<file path="src/hw/rtl/crc32bsh_pkg.sv">
`default_nettype none

package crc32bsh_pkg;

    localparam logic [31:0] CRC_POLY = 32'hEDB8_8320;
    localparam int unsigned BYTE_W = 8;
    localparam int unsigned CRC_W = 32;

    typedef struct packed {
        logic              valid;
        logic [BYTE_W-1:0] data;
        logic              last;
    } in_word_t;

    function automatic logic [CRC_W-1:0] fold_byte(
        input logic [CRC_W-1:0]  crc,
        input logic [BYTE_W-1:0] data
    );
        logic [CRC_W-1:0] c;
        c = crc ^ {{(CRC_W-BYTE_W){1'b0}}, data};
        for (int k = 0; k < BYTE_W; k++)
        begin
            if (c[0])
                c = (c >> 1) ^ CRC_POLY;
            else
                c = c >> 1;
        end
        return c;
    endfunction

endpackage

`default_nettype wire

</file>
<file path="src/hw/rtl/crc32bsh_in_stage.sv">
`default_nettype none

module crc32bsh_in_stage
    import crc32bsh_pkg::*;
(
    input  wire logic              clk,
    input  wire logic              rst_n,
    input  wire logic              data_valid,
    output logic                   data_ready,
    input  wire logic [BYTE_W-1:0] data_byte,
    input  wire logic              last_byte,
    input  wire logic              advance,
    output in_word_t               word
);

    logic              valid_reg;
    logic              valid_next;
    logic [BYTE_W-1:0] byte_reg;
    logic              last_reg;
    logic              take;

    assign data_ready = !valid_reg || advance;
    assign take       = data_valid && data_ready;

    always_comb
    begin
        valid_next = valid_reg;
        if (take)
            valid_next = 1'b1;
        else if (advance)
            valid_next = 1'b0;
    end

    always_ff @(posedge clk or negedge rst_n)
    begin
        if (!rst_n)
            valid_reg <= 1'b0;
        else
            valid_reg <= valid_next;
    end

    // hold the word until the hash stage takes it
    always_ff @(posedge clk)
    begin
        if (take)
        begin
            byte_reg <= data_byte;
            last_reg <= last_byte;
        end
    end

    assign word.valid = valid_reg;
    assign word.data  = byte_reg;
    assign word.last  = last_reg;

endmodule

`default_nettype wire

</file>
<file path="src/hw/rtl/crc32bsh_hash_stage.sv">
`default_nettype none

module crc32bsh_hash_stage
    import crc32bsh_pkg::*;
(
    input  wire logic             clk,
    input  wire logic             rst_n,
    input  wire in_word_t         word,
    output logic                  advance,
    output logic                  hash_valid,
    input  wire logic             hash_ready,
    output logic [CRC_W-1:0]      hash_value
);

    logic [CRC_W-1:0] crc_reg;
    logic [CRC_W-1:0] crc_next;
    logic [CRC_W-1:0] folded;
    logic             out_valid_reg;
    logic             out_valid_next;
    logic [CRC_W-1:0] out_reg;
    logic             slot_free;
    logic             emit;

    assign folded    = fold_byte(crc_reg, word.data);
    assign slot_free = !out_valid_reg || hash_ready;
    assign advance   = word.valid && (!word.last || slot_free);
    assign emit      = advance && word.last;

    always_comb
    begin
        crc_next = crc_reg;
        if (advance)
            crc_next = word.last ? '0 : folded;
        out_valid_next = out_valid_reg;
        if (emit)
            out_valid_next = 1'b1;
        else if (hash_ready)
            out_valid_next = 1'b0;
    end

    always_ff @(posedge clk or negedge rst_n)
    begin
        if (!rst_n)
        begin
            crc_reg       <= '0;
            out_valid_reg <= 1'b0;
        end
        else
        begin
            crc_reg       <= crc_next;
            out_valid_reg <= out_valid_next;
        end
    end

    always_ff @(posedge clk)
    begin
        if (emit)
            out_reg <= folded;
    end

    assign hash_valid = out_valid_reg;
    assign hash_value = out_reg;

endmodule

`default_nettype wire

</file>
<file path="src/hw/rtl/crc32_byte_stream_hash.sv">
// Last byte: input register, then output register, which drives hash_valid.
// One byte per cycle unless a last byte waits; each CRC fold is combinational.
// A finished hash waits in the output register while further bytes are accepted;
// a last byte waits in the input register until the output register is free.
// Reset (rst_n low, asynchronous): CRC register cleared to zero, no word in flight.
`default_nettype none

module crc32_byte_stream_hash
    import crc32bsh_pkg::*;
(
    input  wire logic              clk,
    input  wire logic              rst_n,
    input  wire logic              data_valid,
    output logic                   data_ready,
    input  wire logic [BYTE_W-1:0] data_byte,
    input  wire logic              last_byte,
    output logic                   hash_valid,
    input  wire logic              hash_ready,
    output logic [CRC_W-1:0]       hash_value
);

    in_word_t word;
    logic     advance;

    crc32bsh_in_stage u_in_stage (
        .clk        (clk),
        .rst_n      (rst_n),
        .data_valid (data_valid),
        .data_ready (data_ready),
        .data_byte  (data_byte),
        .last_byte  (last_byte),
        .advance    (advance),
        .word       (word)
    );

    crc32bsh_hash_stage u_hash_stage (
        .clk        (clk),
        .rst_n      (rst_n),
        .word       (word),
        .advance    (advance),
        .hash_valid (hash_valid),
        .hash_ready (hash_ready),
        .hash_value (hash_value)
    );

endmodule

`default_nettype wire

</file>
<file path="config.mk">
export PLATFORM = sky130hd
export DESIGN_NAME = crc32_byte_stream_hash
export DESIGN_NICKNAME = d
export VERILOG_FILES = /design/src/hw/rtl/crc32bsh_pkg.sv /design/src/hw/rtl/crc32bsh_in_stage.sv /design/src/hw/rtl/crc32bsh_hash_stage.sv /design/src/hw/rtl/crc32_byte_stream_hash.sv
export SDC_FILE = /design/constraint.sdc
export NUM_CORES = 1
export LEC_CHECK = 0
export BUFFER_PORTS_ARGS = -buffer_cell sky130_fd_sc_hd__buf_2
export CAP_MARGIN = 20
export CORE_MARGIN = 1
export CORE_UTILIZATION = 40
export DETAILED_ROUTE_END_ITERATION = 6
export PLACE_DENSITY = 0.68
export SLEW_MARGIN = 20
export SYNTH_ARGS = -nofsm -noshare
export SYNTH_HDL_FRONTEND = slang
export SYNTH_SLANG_ARGS = --single-unit
</file>
<file path="constraint.sdc">
create_clock -name clk -period 4 [get_ports clk]
set_input_delay 0.4 -clock clk [delete_from_list [all_inputs] [get_ports clk]]
set_output_delay 0.4 -clock clk [all_outputs]
set_load 0.005 [all_outputs]
</file>
==> run metrics, run 1 <==
outcome finished clean; slew margin rel. 0.464; mapped cell area 3430 sq um; met1 Usage GRT 0.225; Cells after Synth 192; GR peak layer met2; CTS max path bufs 2; Hold WC Path Type input port to async pin; max-slew violation count 0; minimum clock period 2.23 ns; die area 8950 sq um; crit start category flop; largest net degree at the start of global routing 35; GR Util met3 0.0548; Peak VDD IR 0.347 mV; GRT Overall Usage 0.160; Setup Skew 0.0105 ns; Critical Path AT 2.45 ns; data required time of the worst path 4.23 ns; endpoints failing setup 0; Lkg Pwr 1.76 nW; design area 3980 sq um; I/O pins 47; r2r setup slk 1.77 ns; post-CTS setup buffers 0; clk_lat worst skew 0.34 ns; Core Box Area 8260 sq um; number of global-route vias before repair 1,837; setup TNS 0 ns; number of synthesized register bits 75; CTS tree built; Pre-antenna DRT Iters 4; first-pass GRT wire length 10,100 um; Detailed Place HPWL 4160 um; worst slew pin tran 0.804 ns; Fill cells 750; drt total wl 6250 um; Syn. warnings 0; endpoints failing hold 0; Highest Clock Rate 449 MHz; Layout area overhead 16.1%; Final #Nets 259; Root Buffer clkbuf_8; share of cells above drive strength 1 0.303; Initial Util 0.416; PD cells 1030 nW/um^2; Overflow after GRT 0; number of H-tree levels 3; CTS Sinks 75; setup slack after layout 1.77 ns; Hold Buf Count CTS 0; Synth cell types 21; Avg WL per Cell 17.6 um; GPL Wtd Cong 0.762; # rows 33; most frequent cells in the layout buf_2, edfxtp_1, dfrtp_1; pre-CTS setup slack 1.74 ns; die height 94.6 um; unrepaired setup endpoints after global routing no; Reg-to-Reg Start u_in_stage.byte_reg[0]; Final period util 0.557; vias per cell 5.09; Max Fanout on Critical Path 7; vias 1,811; R2R Path End u_hash_stage.crc_reg[19]; register area share after synthesis 0.607; CTS resizes 0; DRC 0; Crit Path Category flop to flop; crit path capture type flop; die outline width 94.6 um; CTS Buf Count 9; initial antenna violation count 0; Worst Reg-to-Reg Cells 4; MaxCap Viol Count 0; synthesized area per cell 17.9 sq um; Final ANT Viol Nets 0; # port buffers 46; commonest non-fill, non-tap cell in the layout buf_2; Post-Syn Nets 205; Iter 0 DRT Violations 100; Placed Instance Area 3810 sq um; ANT cells 0; global routing usage on met2 0.239; Worst-path clk slew 0.08 ns
metal layers:
metal | part of all wire | vias up
li1 | - | 813
met1 | 0.47 | 932
met2 | 0.47 | 61
met3 | 0.059 | 5
met4 | 0.0088 | 0
met5 | 0 | -
final cells by class:
type / instances / area (sq um) / share of cell area
well taps: 105 / 131 / 0.0330
clock inverters: 3 / 15.0 / 0.00377
multi-input cells: 107 / 1330 / 0.334
repair buffers: 49 / 253 / 0.0634
clock buffers: 13 / 159 / 0.0399
inverters: 4 / 15.0 / 0.00377
flip-flops and latches: 75 / 2080 / 0.523
cell families after synthesis:
family / count (synthesis) / share of synthesized area
DFF: 75 / 0.607
AOI/OAI and AO/OA: 34 / 0.0835
and+or+nand+nor: 8 / 0.0117
buffers and inverters: 10 / 0.0109
xor gates and xnor gates: 65 / 0.287
how the worst max path moves through the flow:
stage | slack (ns) | end | cells past startpoint | startpoint
floorplan | 1.32 | u_hash_stage.hash_value[0] | 4 | u_in_stage.last_reg
detailed placement | 1.74 | u_hash_stage.crc_reg[19] | 4 | u_in_stage.byte_reg[0]
global placement | 1.77 | u_hash_stage.crc_reg[25] | 4 | u_in_stage.byte_reg[0]
global route | 1.65 | u_hash_stage.crc_reg[19] | 4 | u_in_stage.byte_reg[0]
finish | 1.77 | u_hash_stage.crc_reg[19] | 4 | u_in_stage.byte_reg[0]
CTS | 1.72 | u_hash_stage.crc_reg[19] | 4 | u_in_stage.byte_reg[0]
worst max-delay path, stage by stage, from the launching register on:
cell      delay, ns
edfxtp_1       0.46
xnor2_4        0.43
xor3_2         0.62
xnor3_1        0.39
a22o_1         0.21
per-stage QoR:
step	std cells	utilization	power, W	hold slack, ns
after floorplan	192	-	0.00308	0.104
after global placement	340	0.461	0.00359	0.468
after detailed placement	340	0.461	0.00361	0.478
after CTS	356	0.482	0.00414	0.158
after global routing	356	0.482	0.00434	0.200
final	356	0.482	0.00409	0.139
power breakdown:
part | internal, W | leakage (nW) | switching (W) | total, W
clock network | 0.000257 | 0.0932 | 0.000258 | 0.000515
logic | 0.00120 | 0.841 | 0.000937 | 0.00214
registers | 0.00130 | 0.828 | 0.000144 | 0.00144
total | 0.00276 | 1.76 | 0.00134 | 0.00409
cell usage after synthesis:
master / n / area [sq um]
a22o_1: 30 / 263
xor3_2: 1 / 25.0
xor3_1: 4 / 95.1
nand4b_1: 1 / 8.76
xnor2_1: 27 / 236
o21ai_0: 1 / 5.00
xnor2_4: 4 / 110
o22ai_1: 1 / 6.26
o31ai_1: 1 / 7.51
dfrtp_1: 34 / 851
o21ai_1: 1 / 5.00
xor2_1: 7 / 61.3
nor2_1: 2 / 7.51
and2_1: 1 / 6.26
nand2b_1: 1 / 6.26
edfxtp_1: 41 / 1230
xnor3_1: 16 / 360
clkbuf_1: 6 / 22.5
nand2_1: 3 / 11.3
xnor2_2: 6 / 97.6
inv_1: 4 / 15.0
No activity file was read; power rests on OpenSTA's default activity.
==> run 2: changes to the inputs <==
Settings changed: ABC_AREA set to 1, PLACE_DENSITY 0.68 to 0.7.
Clock period 4 ns to 2 ns, I/O delays scaled along.
==> run metrics, run 2 <==
outcome finished clean; design area 4430 sq um; ANT cells 0; Root Buffer clkbuf_8; Initial Util 0.414; Worst-path clk slew 0.09 ns; drt total wl 8080 um; endpoints failing hold 0; Main synth FF type edfxtp_1; Peak VDD IR 0.542 mV; ys async rst share 0.453; crit start category flop; die outline width 99.8 um; register area share after synthesis 0.544; Setup Skew 0.0198 ns; CTS Buf Count 9; synthesized area per cell 9.66 sq um; Final period util 0.903; # rows 35; # port buffers 46; clk_lat worst skew 0.35 ns; CTS Sinks 75; Synth cell types 26; PD cells 1680 nW/um^2; vias per cell 4.66; die area 9960 sq um; Tot Pwr 0.00744 W; Final #Nets 468; Crit Path Category flop to flop; most frequent cells in the layout nand2_1, buf_2, inv_1, edfxtp_1, dfrtp_1; Syn. warnings 0; Yosys top cell area share 0.322; GPL Wtd Cong 0.855; vias 2,742; Post-Syn Nets 409; largest net degree at the start of global routing 35; unrepaired setup endpoints after global routing no; number of global-route vias before repair 2,599; worst slew pin tran 0.834 ns; Lkg Pwr 2.15 nW; number of synthesized register bits 75; DRC 0; Fill cells 865; CTS max path bufs 2; Hold Buf Count CTS 1; Layout area overhead 15.9%; slew margin rel. 0.444; Core Box Area 9240 sq um; pre-CTS setup slack 0.241 ns; Avg WL per Cell 13.7 um; Placed Instance Area 4250 sq um; worst hold slack 0.0312 ns; Hold WC Path Type input port to flop; commonest non-fill, non-tap cell in the layout nand2_1; Detailed Place HPWL 5940 um; initial antenna violation count 0; post-CTS setup buffers 0; setup slack after layout 0.194 ns; Critical Path AT 1.90 ns; CTS tree built; number of H-tree levels 3; die height 99.8 um; Overflow after GRT 0; cell type with the highest aggregate area in the netlist edfxtp_1; share of cells above drive strength 1 0.261; Final ANT Viol Nets 0; most frequent cell after synthesis nand2_1; Cells after Synth 396; EDFF count, synth 41; Pre-antenna DRT Iters 4; max-slew violation count 0; CTS resizes 0; minimum clock period 1.81 ns; crit path capture type flop; MaxCap Viol Count 0; Synth top cells by count nand2_1, inv_1, edfxtp_1; data required time of the worst path 2.10 ns; dominant cells by area after synthesis edfxtp_1, dfrtp_1, nand2_1; first-pass GRT wire length 13,200 um; mapped cell area 3820 sq um; GRT Overall Usage 0.177; r2r setup slk 0.19 ns; Iter 0 DRT Violations 147; Highest Clock Rate 554 MHz; setup TNS 0 ns; I/O pins 47; endpoints failing setup 0; Max Fanout on Critical Path 6
## run 2: worst max-delay path: stages (launching register included)
cell and delay [ns]:
edfxtp_1 0.43, inv_2 0.07, nand2_1 0.06, nand2_2 0.17, nand2_1 0.12, nand2_4 0.12
nand2_1 0.07, nand2_2 0.14, nand2_2 0.08, nand2_2 0.09, nand2_1 0.06, and2_1 0.13
## run 2: final cells by class
cell class,instances,area (sq um),share of cell area
multi-input cells,261,1500,0.339
inverters,54,216,0.0488
well taps,129,161,0.0364
repair buffers,54,293,0.0660
clock buffers,12,135,0.0305
clock inverters,4,42.5,0.00960
flip-flops and latches,75,2080,0.470
## run 2: logic make-up after synthesis
kind of cell | share of synthesized area
XOR/XNOR | 0.109
AND/OR/NAND/NOR | 0.255
flip-flops | 0.544
AO/OA/AOI/OAI | 0.0288
buffers and inverters | 0.0628
## run 2: worst paths after layout
path	from	cells past startpoint	to
worst max register to register	u_in_stage.byte_reg[0]	11	u_hash_stage.hash_value[19]
min in group asynchronous	rst_n	2	u_hash_stage.crc_reg[19]
worst max-delay path	u_in_stage.byte_reg[0]	11	u_hash_stage.hash_value[19]
worst min-delay path	last_byte	1	u_in_stage.last_reg
max in group asynchronous	rst_n	2	u_hash_stage.crc_reg[17]
worst min register to register	u_hash_stage.crc_reg[23]	2	u_hash_stage.crc_reg[23]
## run 2: stage by stage
stage,utilization,instances
finish,0.480,589
global route,0.480,589
CTS,0.480,589
detailed placement,0.459,572
global placement,0.459,572
floorplan,-,396
## run 2: routing by layer
metal / routed length [um] / vias up / GRT usage
li1: - / 1345 / -
met1: 3780 / 1311 / 0.238
met2: 3780 / 68 / 0.279
met3: 301 / 18 / 0.0320
met4: 221 / 0 / 0.0826
met5: 0 / - / 0
## run 2: power breakdown
part / internal (W) / switching (W) / total, W
registers: 0.00240 / 0.000262 / 0.00266
logic: 0.00133 / 0.00235 / 0.00368
clock network: 0.000569 / 0.000530 / 0.00110
total: 0.00430 / 0.00314 / 0.00744
==> run 3: changes to the inputs <==
Settings changed: ABC_AREA 1 to unset, PLACE_DENSITY 0.7 to unset, PLACE_DENSITY_LB_ADDON set to 0.05.
==> run metrics, run 3 (synthesis gave the netlist of run 1 again) <==
Peak VDD IR 0.764 mV; GPL Wtd Cong 0.727; Detailed Place HPWL 4480 um; Iter 0 DRT Violations 70; crit start category flop; Placed Instance Area 4010 sq um; Pre-antenna DRT Iters 4; DRC 0; Avg WL per Cell 17.6 um; number of global-route vias before repair 1,920; I/O pins 47; Core Box Area 8260 sq um; crit path capture type flop; CTS Buf Count 9; outcome finished clean; R2R Path End u_hash_stage.crc_reg[19]; CTS max path bufs 2; drt total wl 6720 um; Worst Reg-to-Reg Cells 4; vias per cell 4.82; Crit Path Category flop to flop; PD cells 2090 nW/um^2; Max Fanout on Critical Path 5; largest net degree at the start of global routing 35; minimum clock period 1.94 ns; Final ANT Viol Nets 0; Reg-to-Reg Start u_in_stage.byte_reg[3]; # rows 33; max-slew violation count 0; clk_lat worst skew 0.35 ns; first-pass GRT wire length 10,800 um; worst min-delay path startpoint data_byte[3]; worst slew pin tran 1.01 ns; vias 1,835; Tot Pwr 0.00892 W; Layout area overhead 24.5%; endpoints failing hold 0; worst hold slack 0.0241 ns; number of H-tree levels 3; Final period util 0.970; # port buffers 46; Hold WC Path Type input port to flop; data required time of the worst path 2.24 ns; MaxCap Viol Count 0; unrepaired setup endpoints after global routing yes; r2r setup slk 0.06 ns; Final #Nets 284; hold path depth 1; share of cells above drive strength 1 0.377; Setup Skew 0.00913 ns; die outline width 94.6 um; initial antenna violation count 0; CTS Sinks 75; Critical Path AT 2.17 ns; die area 8950 sq um; Worst-path clk slew 0.08 ns; Lkg Pwr 1.90 nW; Highest Clock Rate 516 MHz; Fill cells 737; WHS Endpoint u_in_stage.byte_reg[3]; Initial Util 0.416; CTS tree built; slew margin rel. 0.327; endpoints failing setup 0; Overflow after GRT 0; die height 94.6 um; Root Buffer clkbuf_8; commonest non-fill, non-tap cell in the layout buf_2; most frequent cells in the layout buf_2, edfxtp_1, dfrtp_1; design area 4270 sq um; GRT Overall Usage 0.171; ANT cells 0
## run 3: cell types whose count changed in the layout (fill, tap and decap cells not counted), moves of 10 or more
cell,previous run,this run
xnor3_1,0,15
nand2_2,22,0
nand2_1,135,3
xor2_1,32,7
inv_1,41,4
xnor2_1,3,27
a22o_1,1,30
inv_2,10,0
nand3_1,19,0
buf_4,7,25
nand2_4,14,0
## run 3: worst max-delay path by stage
| stage | start | to | slack, ns | depth (start not counted) |
|---|---|---|---|---|
| final | u_in_stage.byte_reg[3] | u_hash_stage.crc_reg[19] | 0.06 | 4 |
| after global routing | u_in_stage.byte_reg[0] | u_hash_stage.crc_reg[24] | -0.009 | 5 |
| after CTS | u_in_stage.byte_reg[2] | u_hash_stage.crc_reg[19] | 0.03 | 4 |
| after detailed placement | u_in_stage.byte_reg[0] | u_hash_stage.crc_reg[26] | 0.003 | 5 |
| after global placement | u_in_stage.byte_reg[0] | u_hash_stage.crc_reg[26] | -0.002 | 5 |
| after floorplan | u_in_stage.byte_reg[0] | u_hash_stage.crc_reg[25] | 0.02 | 4 |
## run 3: through the flow
stage	setup TNS, ns	setup slack [ns]	util	instances
after detailed placement	0	0.00251	0.485	362
after floorplan	0	0.0243	-	192
after CTS	0	0.0316	0.515	379
final	0	0.0608	0.518	381
after global routing	-0.00935	-0.00935	0.518	381
after global placement	-0.00170	-0.00170	0.485	362
## run 3: timing repair
action | CTS | global route
resized for setup | 1 | 2
setup endpoints to repair | 1 | 4
endpoints found under the hold margin | 34 | 1
setup buffers | 0 | 1
hold buffers | 1 | 1
pin swaps | 0 | 1
## run 3: per-layer routing
layer / GRT usage / wire length [um] / vias up
li1: - / - / 870
met1: 0.242 / 3290 / 912
met2: 0.251 / 3120 / 43
met3: 0.0370 / 208 / 10
met4: 0.0795 / 108 / 0
met5: 0 / 0 / -
## run 3: worst max-delay path, cell delays in order (launching register included)
cell,delay (ns)
edfxtp_1,0.46
xnor2_4,0.31
xnor3_2,0.44
xnor3_1,0.41
a22o_1,0.21
## run 3: power breakdown
group	total, W	internal [W]	switching, W
registers	0.00288	0.00260	0.000282
clock network	0.00130	0.000736	0.000563
logic	0.00474	0.00278	0.00196
total	0.00892	0.00612	0.00280
## run 3: layout make-up
type / instances / area (sq um) / area share
multi-input cells: 107 / 1360 / 0.318
repair buffers: 74 / 458 / 0.107
clock inverters: 6 / 88.8 / 0.0208
inverters: 4 / 15.0 / 0.00351
well taps: 105 / 131 / 0.0307
flip-flops and latches: 75 / 2080 / 0.487
clock buffers: 10 / 138 / 0.0322
